**config.mk**
```make
export PLATFORM = sky130hd
export DESIGN_NAME = led_command_frame_controller
export DESIGN_NICKNAME = d
export VERILOG_FILES = /design/src/hdl/lcfc_pkg.sv /design/src/hdl/lcfc_front.sv /design/src/hdl/lcfc_queue.sv /design/src/hdl/lcfc_back.sv /design/src/hdl/led_command_frame_controller.sv
export VERILOG_INCLUDE_DIRS = /design/src /design/src/hdl
export SDC_FILE = /design/constraint.sdc
export NUM_CORES = 1
export LEC_CHECK = 0
export BUFFER_PORTS_ARGS = -buffer_cell sky130_fd_sc_hd__buf_4
export CAP_MARGIN = 30
export CORE_AREA = 2 2 146 162
export CTS_CLUSTER_DIAMETER = 40
export CTS_CLUSTER_SIZE = 28
export DETAILED_ROUTE_END_ITERATION = 6
export DIE_AREA = 0 0 148 164
export GPL_TIMING_DRIVEN = 1
export PLACE_DENSITY = 0.72
export SLEW_MARGIN = 10
export SYNTH_ARGS = -nofsm -noshare
export SYNTH_HDL_FRONTEND = slang
export SYNTH_HIERARCHICAL = 1
export SYNTH_SLANG_ARGS = --single-unit
```
**constraint.sdc**
```tcl
create_clock -name clk -period 6.4 [get_ports clk]
set_input_delay 1.6 -clock clk [delete_from_list [all_inputs] [get_ports clk]]
set_output_delay 1.6 -clock clk [all_outputs]
set_load 0.005 [all_outputs]
```
**src/hdl/led_command_frame_controller_defines.svh**
```systemverilog
// ----------------------------------------------------------------------------
// LED command frame controller assertion macros
// Concurrent checks sampled on clk, disabled while rst is high.
// ----------------------------------------------------------------------------
`ifndef LED_COMMAND_FRAME_CONTROLLER_DEFINES_SVH
`define LED_COMMAND_FRAME_CONTROLLER_DEFINES_SVH

`ifndef ASSERT_OFF
`define LCFC_ASSERT_NOW(lbl, ante, cons, msg) \
  lbl: assert property (@(posedge clk) disable iff (rst) (ante) |-> (cons)) else $error(msg);
`define LCFC_ASSERT_NEXT(lbl, ante, cons, msg) \
  lbl: assert property (@(posedge clk) disable iff (rst) (ante) |=> (cons)) else $error(msg);
`else
`define LCFC_ASSERT_NOW(lbl, ante, cons, msg)
`define LCFC_ASSERT_NEXT(lbl, ante, cons, msg)
`endif

`endif

```
**src/hdl/lcfc_pkg.sv**
```systemverilog
// ----------------------------------------------------------------------------
// LED command frame controller package
// Frame layout, command and response codes, and the job passed front to back.
// ----------------------------------------------------------------------------
package lcfc_pkg;

  localparam int FRAME_LEN   = 9;
  localparam int RESP_LEN    = 10;
  localparam int MODES       = 3;
  localparam int QUEUE_DEPTH = 2;

  localparam logic [3:0] POS_START  = 4'd0;
  localparam logic [3:0] POS_CMD    = 4'd1;
  localparam logic [3:0] POS_VALUE  = 4'd2;
  localparam logic [3:0] POS_RED    = 4'd3;
  localparam logic [3:0] POS_GREEN  = 4'd4;
  localparam logic [3:0] POS_BLUE   = 4'd5;
  localparam logic [3:0] POS_BRIGHT = 4'd6;
  localparam logic [3:0] POS_CSUM   = 4'd7;
  localparam logic [3:0] POS_END    = 4'd8;

  localparam logic [7:0] START_BYTE = 8'h01;
  localparam logic [7:0] END_BYTE   = 8'h01;
  localparam logic [7:0] CMD_MAX    = 8'd4;
  localparam logic [7:0] VALUE_MAX  = 8'd2;

  localparam logic [7:0] CMD_NOP   = 8'd0;
  localparam logic [7:0] CMD_SHOW  = 8'd1;
  localparam logic [7:0] CMD_CLEAR = 8'd2;
  localparam logic [7:0] CMD_MODE  = 8'd3;
  localparam logic [7:0] CMD_STORE = 8'd4;

  localparam logic [1:0] MODE_0 = 2'd0;
  localparam logic [1:0] MODE_1 = 2'd1;
  localparam logic [1:0] MODE_2 = 2'd2;
  localparam logic [1:0] MODE_NONE = 2'd3;

  localparam logic [3:0] IDX_FIRST = 4'd0;
  localparam logic [3:0] IDX_CODE  = 4'd1;
  localparam logic [3:0] IDX_LAST  = 4'(RESP_LEN - 1);

  localparam logic [7:0] RESP_MARK = 8'h01;

  typedef enum logic [2:0] {
    CODE_OK    = 3'd0,
    CODE_START = 3'd1,
    CODE_CMD   = 3'd2,
    CODE_VALUE = 3'd3,
    CODE_CSUM  = 3'd4,
    CODE_END   = 3'd5
  } resp_code_t;

  // colour packs red 7:0, green 15:8, blue 23:16, brightness 31:24
  typedef struct packed {
    logic        is_frame;
    resp_code_t  code;
    logic        led;
    logic [31:0] colour;
  } job_t;

endpackage

```
**src/hdl/lcfc_front.sv**
```systemverilog
// ----------------------------------------------------------------------------
// LED command frame controller front end
// Collects frame bytes, runs the checks byte by byte, executes commands and
// button presses against mode and colour table, and issues one job per event.
// ----------------------------------------------------------------------------
module lcfc_front
  import lcfc_pkg::*;
(
  input  logic       clk,
  input  logic       rst,
  input  logic       in_valid,
  output logic       in_stall,
  input  logic       kind,
  input  logic [7:0] rx_byte,
  input  logic       full,
  output logic       push,
  output job_t       push_data
);

  logic [3:0]  pos;
  resp_code_t  code;
  resp_code_t  code_next;
  logic [7:0]  sum;
  logic [7:0]  sum_next;
  logic [7:0]  cmd;
  logic [7:0]  value;
  logic [7:0]  red;
  logic [7:0]  green;
  logic [7:0]  blue;
  logic [7:0]  bright;
  logic [1:0]  mode;
  logic [1:0]  mode_inc;
  logic [31:0] colour_tbl [MODES];

  logic        in_fire;
  logic        byte_fire;
  logic        btn_fire;
  logic        frame_end;
  logic        exec_ok;
  logic [1:0]  rd_addr;
  logic [1:0]  wr_addr;
  logic [31:0] rd_colour;
  logic        frame_led;
  logic [31:0] frame_colour;

  assign in_stall  = full;
  assign in_fire   = in_valid && !full;
  assign byte_fire = in_fire && !kind;
  assign btn_fire  = in_fire && kind;
  assign frame_end = byte_fire && (pos == POS_END);
  assign exec_ok   = frame_end && (code_next == CODE_OK);

  always_comb begin
    case (mode)
      MODE_0:  mode_inc = MODE_1;
      MODE_1:  mode_inc = MODE_2;
      MODE_2:  mode_inc = MODE_0;
      default: mode_inc = MODE_1;
    endcase
  end

  assign rd_addr   = kind ? mode_inc : ((cmd == CMD_MODE) ? value[1:0] : mode);
  assign wr_addr   = (mode == MODE_NONE) ? MODE_0 : mode;
  assign rd_colour = (rd_addr == MODE_NONE) ? 32'd0 : colour_tbl[rd_addr];

  // run checks in frame order; the first failure sticks
  always_comb begin
    code_next = code;
    sum_next  = sum;
    case (pos)
      POS_START: begin
        code_next = (rx_byte == START_BYTE) ? CODE_OK : CODE_START;
        sum_next  = 8'd0;
      end
      POS_CMD: begin
        sum_next = sum + rx_byte;
        if (code == CODE_OK && rx_byte > CMD_MAX) code_next = CODE_CMD;
      end
      POS_VALUE: begin
        sum_next = sum + rx_byte;
        if (code == CODE_OK && rx_byte > VALUE_MAX) code_next = CODE_VALUE;
      end
      POS_RED, POS_GREEN, POS_BLUE, POS_BRIGHT: begin
        sum_next = sum + rx_byte;
      end
      POS_CSUM: begin
        if (code == CODE_OK && rx_byte != sum) code_next = CODE_CSUM;
      end
      POS_END: begin
        if (code == CODE_OK && rx_byte != END_BYTE) code_next = CODE_END;
      end
      default: ;
    endcase
  end

  always_comb begin
    frame_led    = 1'b0;
    frame_colour = 32'd0;
    if (code_next == CODE_OK) begin
      case (cmd)
        CMD_SHOW: begin
          frame_led    = 1'b1;
          frame_colour = rd_colour;
        end
        CMD_CLEAR: begin
          frame_led = 1'b1;
        end
        CMD_MODE: begin
          frame_led    = 1'b1;
          frame_colour = rd_colour;
        end
        default: ;
      endcase
    end
  end

  assign push               = btn_fire || frame_end;
  assign push_data.is_frame = !kind;
  assign push_data.code     = kind ? CODE_OK : code_next;
  assign push_data.led      = kind ? 1'b1 : frame_led;
  assign push_data.colour   = kind ? rd_colour : frame_colour;

  always_ff @(posedge clk) begin
    if (rst) begin
      pos        <= POS_START;
      code       <= CODE_OK;
      mode       <= MODE_0;
      colour_tbl <= '{default: 32'd0};
    end else begin
      if (byte_fire) begin
        pos  <= frame_end ? POS_START : pos + 4'd1;
        code <= code_next;
        sum  <= sum_next;
        case (pos)
          POS_CMD:    cmd    <= rx_byte;
          POS_VALUE:  value  <= rx_byte;
          POS_RED:    red    <= rx_byte;
          POS_GREEN:  green  <= rx_byte;
          POS_BLUE:   blue   <= rx_byte;
          POS_BRIGHT: bright <= rx_byte;
          default: ;
        endcase
      end
      if (btn_fire) begin
        mode <= mode_inc;
      end
      if (exec_ok) begin
        case (cmd)
          CMD_MODE:  mode <= value[1:0];
          CMD_STORE: colour_tbl[wr_addr] <= {bright, blue, green, red};
          default: ;
        endcase
      end
    end
  end

endmodule

```
**src/hdl/lcfc_queue.sv**
```systemverilog
// ----------------------------------------------------------------------------
// LED command frame controller job queue
// Small first-in first-out buffer of jobs between front and back ends.
// ----------------------------------------------------------------------------
module lcfc_queue
  import lcfc_pkg::*;
#(
  parameter int DEPTH = QUEUE_DEPTH
) (
  input  logic clk,
  input  logic rst,
  input  logic push,
  input  job_t push_data,
  output logic full,
  input  logic pop,
  output job_t pop_data,
  output logic empty
);

  localparam int PW = $clog2(DEPTH);
  localparam int CW = $clog2(DEPTH + 1);

  job_t          slots [DEPTH];
  logic [PW-1:0] wr_ptr;
  logic [PW-1:0] rd_ptr;
  logic [CW-1:0] count;

  assign full     = (count == CW'(DEPTH));
  assign empty    = (count == '0);
  assign pop_data = slots[rd_ptr];

  always_ff @(posedge clk) begin
    if (rst) begin
      wr_ptr <= '0;
      rd_ptr <= '0;
      count  <= '0;
    end else begin
      if (push) begin
        slots[wr_ptr] <= push_data;
        wr_ptr <= (wr_ptr == PW'(DEPTH - 1)) ? '0 : wr_ptr + 1'b1;
      end
      if (pop) begin
        rd_ptr <= (rd_ptr == PW'(DEPTH - 1)) ? '0 : rd_ptr + 1'b1;
      end
      if (push && !pop) count <= count + 1'b1;
      else if (pop && !push) count <= count - 1'b1;
    end
  end

endmodule

```
**src/hdl/lcfc_back.sv**
```systemverilog
// ----------------------------------------------------------------------------
// LED command frame controller back end
// Expands each job into its result transfers: one for a button press, the
// ten-byte response for a frame with any display update on the first byte.
// ----------------------------------------------------------------------------
module lcfc_back
  import lcfc_pkg::*;
(
  input  logic       clk,
  input  logic       rst,
  input  logic       empty,
  input  job_t       pop_data,
  output logic       pop,
  output logic       out_valid,
  input  logic       out_stall,
  output logic       tx_valid,
  output logic [7:0] tx_byte,
  output logic       led_valid,
  output logic [7:0] red,
  output logic [7:0] green,
  output logic [7:0] blue,
  output logic [7:0] brightness,
  output logic       last
);

  logic       busy;
  job_t       job;
  logic [3:0] idx;
  logic       out_fire;
  logic       load;

  assign out_valid = busy;
  assign out_fire  = busy && !out_stall;
  assign load      = !busy || (out_fire && last);
  assign pop       = load && !empty;

  assign tx_valid  = job.is_frame;
  assign led_valid = job.led && (!job.is_frame || idx == IDX_FIRST);
  assign last      = !job.is_frame || idx == IDX_LAST;

  always_comb begin
    tx_byte = 8'd0;
    if (job.is_frame) begin
      if (idx == IDX_FIRST || idx == IDX_LAST) tx_byte = RESP_MARK;
      else if (idx == IDX_CODE) tx_byte = {5'd0, job.code};
    end
  end

  assign red        = led_valid ? job.colour[7:0]   : 8'd0;
  assign green      = led_valid ? job.colour[15:8]  : 8'd0;
  assign blue       = led_valid ? job.colour[23:16] : 8'd0;
  assign brightness = led_valid ? job.colour[31:24] : 8'd0;

  always_ff @(posedge clk) begin
    if (rst) begin
      busy <= 1'b0;
      idx  <= IDX_FIRST;
    end else if (load) begin
      busy <= !empty;
      idx  <= IDX_FIRST;
      if (!empty) job <= pop_data;
    end else if (out_fire) begin
      idx <= idx + 4'd1;
    end
  end

endmodule

```
**src/hdl/led_command_frame_controller.sv**
```systemverilog
// ----------------------------------------------------------------------------
// LED command frame controller
// Gathers 9-byte command frames and button presses, drives the LED colour and
// answers every frame with a 10-byte response.
// ----------------------------------------------------------------------------
// channel | signals                                    | transfer when
// in      | in_valid in_stall kind rx_byte             | in_valid & !in_stall
// out     | out_valid out_stall tx_valid tx_byte       | out_valid & !out_stall
//         | led_valid red green blue brightness last   |
//
// An input is taken every cycle while the job queue has room.
// A frame drains as ten output transfers, a button press as one; the back end's
// response counter sets the output rate at one transfer per cycle unless stalled.
// Synchronous reset clears byte position, mode, colour table, queue and back end.
// out_stall holds the back end only; the front end runs until the queue fills.
// ----------------------------------------------------------------------------
`include "led_command_frame_controller_defines.svh"

module led_command_frame_controller
  import lcfc_pkg::*;
#(
  parameter int QDEPTH = QUEUE_DEPTH
) (
  input  logic       clk,
  input  logic       rst,
  input  logic       in_valid,
  output logic       in_stall,
  input  logic       kind,
  input  logic [7:0] rx_byte,
  output logic       out_valid,
  input  logic       out_stall,
  output logic       tx_valid,
  output logic [7:0] tx_byte,
  output logic       led_valid,
  output logic [7:0] red,
  output logic [7:0] green,
  output logic [7:0] blue,
  output logic [7:0] brightness,
  output logic       last
);

  logic q_push;
  job_t q_push_data;
  logic q_full;
  logic q_pop;
  job_t q_pop_data;
  logic q_empty;
  logic led_on_tx;
  logic out_done;

  lcfc_front u_front (
    .clk       (clk),
    .rst       (rst),
    .in_valid  (in_valid),
    .in_stall  (in_stall),
    .kind      (kind),
    .rx_byte   (rx_byte),
    .full      (q_full),
    .push      (q_push),
    .push_data (q_push_data)
  );

  lcfc_queue #(
    .DEPTH (QDEPTH)
  ) u_queue (
    .clk       (clk),
    .rst       (rst),
    .push      (q_push),
    .push_data (q_push_data),
    .full      (q_full),
    .pop       (q_pop),
    .pop_data  (q_pop_data),
    .empty     (q_empty)
  );

  lcfc_back u_back (
    .clk        (clk),
    .rst        (rst),
    .empty      (q_empty),
    .pop_data   (q_pop_data),
    .pop        (q_pop),
    .out_valid  (out_valid),
    .out_stall  (out_stall),
    .tx_valid   (tx_valid),
    .tx_byte    (tx_byte),
    .led_valid  (led_valid),
    .red        (red),
    .green      (green),
    .blue       (blue),
    .brightness (brightness),
    .last       (last)
  );

  assign led_on_tx = out_valid && led_valid && tx_valid;
  assign out_done  = out_valid && !out_stall && last;

  `LCFC_ASSERT_NOW(a_push_room, q_push, !q_full, "job pushed into full queue")
  `LCFC_ASSERT_NOW(a_led_on_first, led_on_tx, tx_byte == RESP_MARK, "update off first byte")
  `LCFC_ASSERT_NEXT(a_drain_idle, out_done && q_empty, !out_valid, "output with no job pending")

endmodule
```
==> results of run 1 <==
[Yosys cell counts (all sizes together) (5+ instances only)]
| cell | n | area (sq um) |
|---|---|---|
| a2bb2oi | 32 | 280 |
| nor2b | 5 | 31.3 |
| nor3 | 10 | 55.1 |
| nand2b | 130 | 813 |
| nand3 | 9 | 45.0 |
| mux2 | 39 | 439 |
| inv | 24 | 90.1 |
| nor2 | 64 | 248 |
| nor4 | 7 | 50.1 |
| buf | 37 | 367 |
| and2 | 41 | 257 |
| xnor2 | 6 | 52.6 |
| a21oi | 14 | 70.1 |
| dfxtp | 115 | 2300 |
| ha | 18 | 225 |
| o21ai | 11 | 55.1 |
| clkbuf | 21 | 78.8 |
| edfxtp | 161 | 4830 |
| mux2i | 132 | 1320 |
| nand2 | 17 | 63.8 |
[registers in the layout (all words and copies together) (netlist names), named ones only]
name,flops
u_front/cmd,8
u_front/red,8
u_front/blue,8
u_front/value,2
u_back/idx,4
u_front/colour_tbl,96
u_front/bright,8
u_front/code,3
u_queue/count,2
u_back/out_valid,1
u_front/sum,8
u_front/green,8
u_queue/slots,74
u_front/mode,2
u_queue/wr_ptr,1
u_queue/rd_ptr,1
u_front/pos,4
u_back/job,36
u_back/tx_valid,1
[kinds of logic (layout without fill, tap and decap cells)]
| family | Yosys count | after routing | share of synthesized area |
|---|---|---|---|
| XOR/XNOR | 10 | 10 | 0.00717 |
| multiplexers | 171 | 171 | 0.144 |
| AO/OA/AOI/OAI | 82 | 82 | 0.0540 |
| other | 1 | 5 | 0.000307 |
| flip-flops | 276 | 276 | 0.584 |
| AND/OR/NAND/NOR | 311 | 311 | 0.146 |
| buffers and inverters | 82 | 150 | 0.0438 |
| adder cells (fa/ha/maj) | 19 | 19 | 0.0201 |
[per-stage QoR]
step / cells / total power [mW] / setup WS, ns / instance area [sq um]
2_1_floorplan: 956 / 2.52 / 0.684 / 12200
3_3_place_gp: 1257 / 2.68 / 1.91 / 12600
3_5_place_dp: 1263 / 2.71 / 1.95 / 12800
4_1_cts: 1324 / 4.74 / 2.29 / 14000
5_1_grt: 1324 / 4.88 / 2.13 / 14000
6_report: 1324 / 4.70 / 2.37 / 14000
[final cells by class]
cell class / instances / area (sq um) / share of cell area
Tap cell: 300 / 375 / 0.0268
Clock buffer: 36 / 901 / 0.0643
Clock inverter: 25 / 339 / 0.0242
Timing Repair Buffer: 65 / 571 / 0.0407
Sequential cell: 276 / 7140 / 0.509
Multi-Input combinational cell: 598 / 4600 / 0.328
Inverter: 24 / 90.1 / 0.00643
[power groups by stage]
stage                     clock, mW  sequential (mW)  combinational (mW)
after global routing           2.14             2.05               0.692
final                          2.03             2.03               0.631
after detailed placement          0             2.07               0.633
after CTS                      2.07             2.03               0.641
after global placement            0             2.07               0.609
after floorplan                   0             2.07               0.454
[per-layer routing]
metal,global-route usage,routed length [um],up-vias
met3,0.0278,1080,29
met5,0,0,-
met2,0.314,10500,136
met4,0.0667,378,0
li1,-,-,3479
met1,0.254,10100,3363
[how the worst min path moves through the flow]
stage | from | to | slack, ns | cells past startpoint
final | u_front/colour_tbl[80]$_SDFFE_PP0P_ | u_front/colour_tbl[80]$_SDFFE_PP0P_ | 0.47 | 2
after global routing | u_front/colour_tbl[71]$_SDFFE_PP0P_ | u_front/colour_tbl[71]$_SDFFE_PP0P_ | 0.49 | 2
after CTS | u_front/colour_tbl[80]$_SDFFE_PP0P_ | u_front/colour_tbl[80]$_SDFFE_PP0P_ | 0.47 | 2
after detailed placement | u_front/colour_tbl[95]$_SDFFE_PP0P_ | u_front/colour_tbl[95]$_SDFFE_PP0P_ | 0.46 | 2
after global placement | u_front/colour_tbl[82]$_SDFFE_PP0P_ | u_front/colour_tbl[82]$_SDFFE_PP0P_ | 0.46 | 2
after floorplan | u_front/colour_tbl[64]$_SDFFE_PP0P_ | u_front/colour_tbl[64]$_SDFFE_PP0P_ | 0.45 | 2
[worst max-delay path: cells and delay by family (launching register included)]
family | cells | cell delay, ns
and+or+nand+nor | 2 | 0.62
AOI/OAI and AO/OA | 1 | 0.54
DFF | 1 | 0.37
buffers and inverters | 2 | 0.19
adders and majority gates | 1 | 0.18
==> impl_metrics.tcl, run 1 <==
set metrics [dict create \
    clockRootBuffer "clkbuf_16" \
    synthDistinctLibCells 61 \
    cts_resized 0 \
    p_leak_nw 5.47 \
    synthesis.instances 952 \
    clk_pin_slew_ns 0.06 \
    cp_max_fo 33 \
    antenna_found_initial 0 \
    finalHoldViolations 0 \
    start_util 0.540 \
    critPathMaxStageDelay_ns 0.54 \
    arrival_ns 2.43 \
    cp-end-kind "output port" \
    ctsHoldBuffers 0 \
    dieArea_sq_mm 0.0243 \
    cts_tree "built" \
    grt_pass1_vias 7065 \
    rows 58 \
    max_freq_mhz 248 \
    gr-total-overflow 0 \
    ff2ff_setup_slack_ns 2.70 \
    start_kind "register" \
    cap_violations 0 \
    diodes 0 \
    fillCellCount 1795 \
    ys_seq_elements 276 \
    tns_ns 0 \
    path_class "reg2out" \
    maxSlewHeadroom 0.405 \
    max_slew.worst_pin.slew_ns 0.892 \
    p_int_mw 3.53 \
    cts_buffers 34 \
    p_clk_frac 0.433 \
    ys_seq_area_frac 0.584 \
    p_per_area_mw_per_mm2 335 \
    async_flop_share 0 \
    fp.coreArea_sq_mm 0.0226 \
    whs_ns 0.469 \
    setup_violations 0 \
    final_cell_mix "edfxtp_1 (161), mux2i_1 (132), nand2b_1 (130)" \
    cp_cell_sequence "inv_1 > ha_1 > or3b_4 > a21boi_4 > and2_1 > buf_4" \
    cts.sinks 276 \
    syn_avg_cell_area_sq_um 12.8 \
    drt_iter0_markers 419 \
    syn_area_sq_mm 0.0122 \
    rsz0062_at_grt "no" \
    timing.rr.end "u_queue/slots[1][20]$_DFFE_PP_" \
    syn_to_final_growth_pct 14.7 \
    dominantRegCellSynth "edfxtp_1" \
    clock_skew_ns 0.0262 \
    status "finished clean" \
    worstReg2RegStart "u_front/cmd[3]$_DFFE_PP_" \
    detail-route-antenna-nets 0 \
    hpwl_um 13700 \
    chipHeight_um 164 \
    grt_pass1_wl_um 36600 \
    drc 0 \
    synth-edff-count 161 \
    io_pins 58 \
    clockBufferDepth 3 \
    portBuffers 52 \
    drv_slew 0 \
    hold_path_class "reg2reg" \
    cp_slowest_cell "a21boi_4" \
    seq_power_share 0.433 \
    comb_power_share 0.134 \
    final_common_cell "edfxtp_1" \
    power.switching_mw 1.17 \
    period_minus_slack_ns 4.03 \
    layout.nets 1031 \
    routedWlPerCell_um 16.7 \
    worst_skew_pair.late_latency_ns 0.51 \
    fin_crit_sh 0.630 \
    grt.total_usage 0.189 \
    viasPerCell 5.29 \
    endpoint "green[3]" \
    wl_um 22100 \
    swShare 0.249 \
    yosys_warnings 6 \
    post-route-util 0.619 \
    grt_max_degree 103 \
    gp_congestion 0.781 \
    r2r_cells 7 \
    h-tree-depth 2 \
    drt-pass1-iter-count 4 \
    dieWidth_um 148 \
    required_ns 4.80 \
    drive_above_1_share 0.185 \
    irDropWorstVdd_uv 215 \
    num_vias 7007 \
    post_cts_buffers 0 \
    crit_start "u_back/idx[0]$_SDFFE_PP0P_" \
]
Note: power is estimated with default switching activity, not from simulation.
==> run 2: changes to the inputs <==
Clock period 6.4 ns to 3.8 ns, I/O delays scaled along.
==> run 2 against run 1 <==
  * Hold slack got worse by 0.00083 ns
  * Non-clock buffer count is 3 higher
  * Clock-buffer cell count grew 5
  * Critical endpoint is now red[7]
  * Core utilization is essentially flat
  * Final cell count is 0.30% higher
  * Register-to-register slack worse by 2.0 ns
  * Largest cell class unchanged
  * Routed wire length down 3.0%
  * Via count down 0.29%
==> impl_metrics.tcl, run 2 (synthesis gave the netlist of run 1 again) <==
set metrics [dict create \
    worstHoldEndpoint "u_front/colour_tbl[73]$_SDFFE_PP0P_" \
    hpwl_um 13300 \
    finalHoldViolations 0 \
    gr-total-overflow 0 \
    cp_slowest_cell "a21boi_4" \
    p_leak_nw 5.47 \
    path_class "reg2out" \
    tns_ns 0 \
    grt_pass1_vias 6995 \
    grt_max_degree 92 \
    h-tree-depth 2 \
    ctsHoldBuffers 0 \
    grt_pass1_wl_um 35700 \
    ff2ff_setup_slack_ns 0.68 \
    grt.total_usage 0.183 \
    num_vias 6987 \
    fin_total_pwr_mw 7.88 \
    fin_crit_sh 0.881 \
    start_util 0.540 \
    critPathMaxStageDelay_ns 0.53 \
    cts_buffers 34 \
    fillCellCount 1756 \
    clock_skew_ns 0.0118 \
    pre_cts_ws_ns 0.228 \
    syn_to_final_growth_pct 14.7 \
    portBuffers 52 \
    fp.coreArea_sq_mm 0.0226 \
    io_pins 58 \
    irDropWorstVdd_uv 376 \
    top_register "u_front/colour_tbl" \
    required_ns 2.85 \
    antenna_found_initial 0 \
    cts.sinks 276 \
    largest_reg_flops 96 \
    whs_path_depth 2 \
    largest_registers "u_front/colour_tbl x96, u_queue/slots x74, u_back/job x36" \
    timing.rr.end "u_queue/slots[1][16]$_DFFE_PP_" \
    wl_um 21500 \
    grt_util_met2 0.300 \
    globalRouteMet3Util 0.0319 \
    rsz0062_at_grt "no" \
    post_cts_buffers 0 \
    cts_tree "built" \
    dpl.cell_count 1266 \
    maxSlewHeadroom 0.423 \
    worstReg2RegStart "u_front/cmd[4]$_DFFE_PP_" \
    busiest_layer "met2" \
    dieArea_sq_mm 0.0243 \
    stdcell_count 1328 \
    start_kind "register" \
    layout.nets 1034 \
    arrival_ns 2.40 \
    cap_violations 0 \
    p_per_area_mw_per_mm2 562 \
    clk_pin_slew_ns 0.06 \
    drive_above_1_share 0.185 \
    rows 58 \
    setup_slack_ns 0.453 \
    drv_slew 0 \
    viasPerCell 5.26 \
    whs_ns 0.468 \
    setup_violations 0 \
    drt_iter0_markers 446 \
    hold_path_class "reg2reg" \
    clockRootBuffer "clkbuf_16" \
    grt_use_met1 0.251 \
    detail-route-antenna-nets 0 \
    max_freq_mhz 299 \
    cp_max_fo 33 \
    dieWidth_um 148 \
    drt-pass1-iter-count 4 \
    cp_cell_sequence "inv_1 > ha_1 > or3b_4 > a21boi_4 > and2_1 > buf_4" \
    cp-end-kind "output port" \
    status "finished clean" \
    max_slew.worst_pin.slew_ns 0.865 \
    gp_congestion 0.800 \
    clockBufferDepth 3 \
    routedWlPerCell_um 16.2 \
    worst_skew_pair.late_latency_ns 0.50 \
    final_cell_mix "edfxtp_1 (161), mux2i_1 (132), nand2b_1 (130)" \
    min-delay-start "u_front/colour_tbl[73]$_SDFFE_PP0P_" \
    diodes 0 \
    period_minus_slack_ns 3.35 \
    cts_resized 0 \
    r2r_cells 7 \
    chipHeight_um 164 \
    final_common_cell "edfxtp_1" \
    drc 0 \
]
run 2: area by class of cell:
cell class / instances / area [sq um] / share of cell area
clock inverters: 21 / 268 / 0.0191
flip-flops and latches: 276 / 7140 / 0.509
multi-input cells: 598 / 4600 / 0.328
repair buffers: 68 / 573 / 0.0409
well taps: 300 / 375 / 0.0268
clock buffers: 41 / 971 / 0.0693
inverters: 24 / 90.1 / 0.00643
run 2: how the worst max path moves through the flow:
stage                          startpoint                                   to  slack [ns]
4_1_cts        u_back/idx[0]$_SDFFE_PP0P_                             green[0]        0.37
5_1_grt        u_back/idx[0]$_SDFFE_PP0P_                               red[2]        0.20
6_report       u_back/idx[0]$_SDFFE_PP0P_                               red[7]        0.45
3_5_place_dp                   rx_byte[0]  u_front/colour_tbl[62]$_SDFFE_PP0P_        0.23
3_3_place_gp                   rx_byte[0]  u_front/colour_tbl[57]$_SDFFE_PP0P_        0.34
2_1_floorplan                        kind        u_queue/slots[0][0]$_DFFE_PP_        0.06
run 2: metrics by stage:
stage / instance area (sq um) / util
2_1_floorplan: 12200 / -
3_3_place_gp: 12800 / 0.564
3_5_place_dp: 12800 / 0.564
4_1_cts: 14000 / 0.619
5_1_grt: 14000 / 0.619
6_report: 14000 / 0.619
run 2: worst max-delay path: cells and delay by family, from the launching register on:
kind                     cells  cell delay [ns]
AND/OR/NAND/NOR              2             0.62
AO/OA/AOI/OAI                1             0.53
flip-flops                   1             0.37
buffers and inverters        2             0.19
adder cells (fa/ha/maj)      1             0.18
run 2: metal layers:
metal	part of all wire	up-vias	routed length (um)
met5	0	-	0
met1	0.48	3374	10300
met4	0.019	0	400
li1	-	3482	-
met3	0.032	31	682
met2	0.47	100	10100
run 2: power by group:
part	switching [mW]	internal, mW	total, mW
Combinational	0.544	0.494	1.04
Sequential	0.0582	3.37	3.43
Clock	1.27	2.14	3.41
Total	1.88	6.00	7.88
==> run 3: changes to the inputs <==
Settings changed: BUFFER_PORTS_ARGS -buffer_cell sky130_fd_sc_hd__buf_4 to -buffer_cell sky130_fd_sc_hd__clkbuf_2.
==> run 3 against run 2 <==
  * Register-to-register slack improved by 0.02 ns
  * Sequential cell count unchanged
  * Clock-buffer cell count decreased by 8
  * Power decreased by 4.7%
  * Core utilization decreased by 0.92 points
  * Final cell count unchanged
  * Highest routed layer unchanged
  * Combinational power decreased by 4%
==> impl_metrics.tcl, run 3 (synthesis gave the netlist of run 1 again) <==
set metrics [dict create \
    status "finished clean" \
    cts.sinks 276 \
    rows 58 \
    grt_pass1_vias 7162 \
    clock_skew_ns 0.0288 \
    largest_reg_flops 96 \
    hold_path_class "reg2reg" \
    num_vias 7106 \
    pre_cts_ws_ns 0.275 \
    chipHeight_um 164 \
    cts_buffers 31 \
    max_freq_mhz 292 \
    dieWidth_um 148 \
    start_kind "register" \
    irDropWorstVdd_uv 401 \
    fillCellCount 1791 \
    endpoint "red[1]" \
    path_class "reg2out" \
    routedWlPerCell_um 16.7 \
    gp_congestion 0.792 \
    layout.nets 1036 \
    clk_pin_slew_ns 0.06 \
    grt_max_degree 121 \
    cp_max_fo 33 \
    drt_iter0_markers 434 \
    clockBufferDepth 3 \
    h-tree-depth 1 \
    syn_to_final_growth_pct 13.0 \
    worstReg2RegStart "u_front/cmd[4]$_DFFE_PP_" \
    hpwl_um 13900 \
    start_util 0.540 \
    io_pins 58 \
    cp-end-kind "output port" \
    worst_skew_pair.late_latency_ns 0.56 \
    cts_tree "built" \
    cts_resized 0 \
    top_register "u_front/colour_tbl" \
    post-route-util 0.610 \
    fp.coreArea_sq_mm 0.0226 \
    diodes 0 \
    arrival_ns 2.48 \
    r2r_cells 7 \
    fin_crit_sh 0.903 \
    ff2ff_setup_slack_ns 0.70 \
    viasPerCell 5.35 \
    ctsHoldBuffers 0 \
    cap_violations 0 \
    drv_slew 0 \
    final_common_cell "edfxtp_1" \
    setup_slack_ns 0.370 \
    antenna_found_initial 0 \
    whs_ns 0.473 \
    largest_registers "u_front/colour_tbl x96, u_queue/slots x74, u_back/job x36" \
    grt_pass1_wl_um 36400 \
    required_ns 2.85 \
    clockRootBuffer "clkbuf_16" \
    finalHoldViolations 0 \
    portBuffers 52 \
    p_leak_nw 5.39 \
    drt-pass1-iter-count 5 \
    p_per_area_mw_per_mm2 544 \
    crit_start "u_back/idx[0]$_SDFFE_PP0P_" \
    gr-total-overflow 0 \
    final_cell_mix "edfxtp_1 (161), mux2i_1 (132), nand2b_1 (130)" \
    detail-route-antenna-nets 0 \
    timing.rr.end "u_queue/slots[0][17]$_DFFE_PP_" \
    drive_above_1_share 0.185 \
    dieArea_sq_mm 0.0243 \
    rsz0062_at_grt "no" \
    max_slew.worst_pin.slew_ns 0.668 \
    post_cts_buffers 0 \
    grt.total_usage 0.186 \
    tns_ns 0 \
    maxSlewHeadroom 0.543 \
    setup_violations 0 \
    wl_um 22100 \
    period_minus_slack_ns 3.43 \
    drc 0 \
]
[run 3: cell type report]
class | count | area, sq um | share of cell area
clock buffers | 33 | 783 | 0.0567
clock inverters | 24 | 317 | 0.0229
inverters | 24 | 90.1 | 0.00653
flip-flops and latches | 276 | 7140 | 0.517
well taps | 300 | 375 | 0.0272
repair buffers | 73 | 503 | 0.0364
multi-input cells | 598 | 4600 | 0.333
[run 3: where the power goes]
part / switching [mW] / internal [mW] / leakage [nW]
combinational: 0.546 / 0.454 / 2.41
sequential: 0.0587 / 3.37 / 2.45
clock: 1.35 / 1.73 / 0.528
total: 1.95 / 5.55 / 5.39
[run 3: worst min path at each step]
stage	startpoint	to	slack, ns	depth (start not counted)
after floorplan	u_front/colour_tbl[64]$_SDFFE_PP0P_	u_front/colour_tbl[64]$_SDFFE_PP0P_	0.45	2
after global placement	u_front/colour_tbl[77]$_SDFFE_PP0P_	u_front/colour_tbl[77]$_SDFFE_PP0P_	0.46	2
after detailed placement	u_front/colour_tbl[72]$_SDFFE_PP0P_	u_front/colour_tbl[72]$_SDFFE_PP0P_	0.46	2
after CTS	u_front/colour_tbl[87]$_SDFFE_PP0P_	u_front/colour_tbl[87]$_SDFFE_PP0P_	0.47	2
after global routing	u_front/colour_tbl[12]$_SDFFE_PP0P_	u_front/colour_tbl[12]$_SDFFE_PP0P_	0.49	2
final	u_front/colour_tbl[87]$_SDFFE_PP0P_	u_front/colour_tbl[87]$_SDFFE_PP0P_	0.47	2
[run 3: worst max-delay path: stages, from the launching register on]
cell	delay (ns)
dfxtp_1	0.37
inv_1	0.08
ha_1	0.19
or3b_4	0.40
a21boi_4	0.55
and2_1	0.22
clkbuf_2	0.11
[run 3: metal layers]
metal	share of wire	track usage
met1	0.46	0.247
met5	0	0
met3	0.038	0.0261
met4	0.019	0.0506
met2	0.48	0.320
[run 3: stage by stage]
stage / power (mW) / cell area [sq um] / std cells
floorplan: 4.24 / 12200 / 956
detailed placement: 4.50 / 12700 / 1270
CTS: 7.59 / 13800 / 1327
global route: 7.83 / 13800 / 1328
global placement: 4.48 / 12700 / 1270
finish: 7.51 / 13800 / 1328
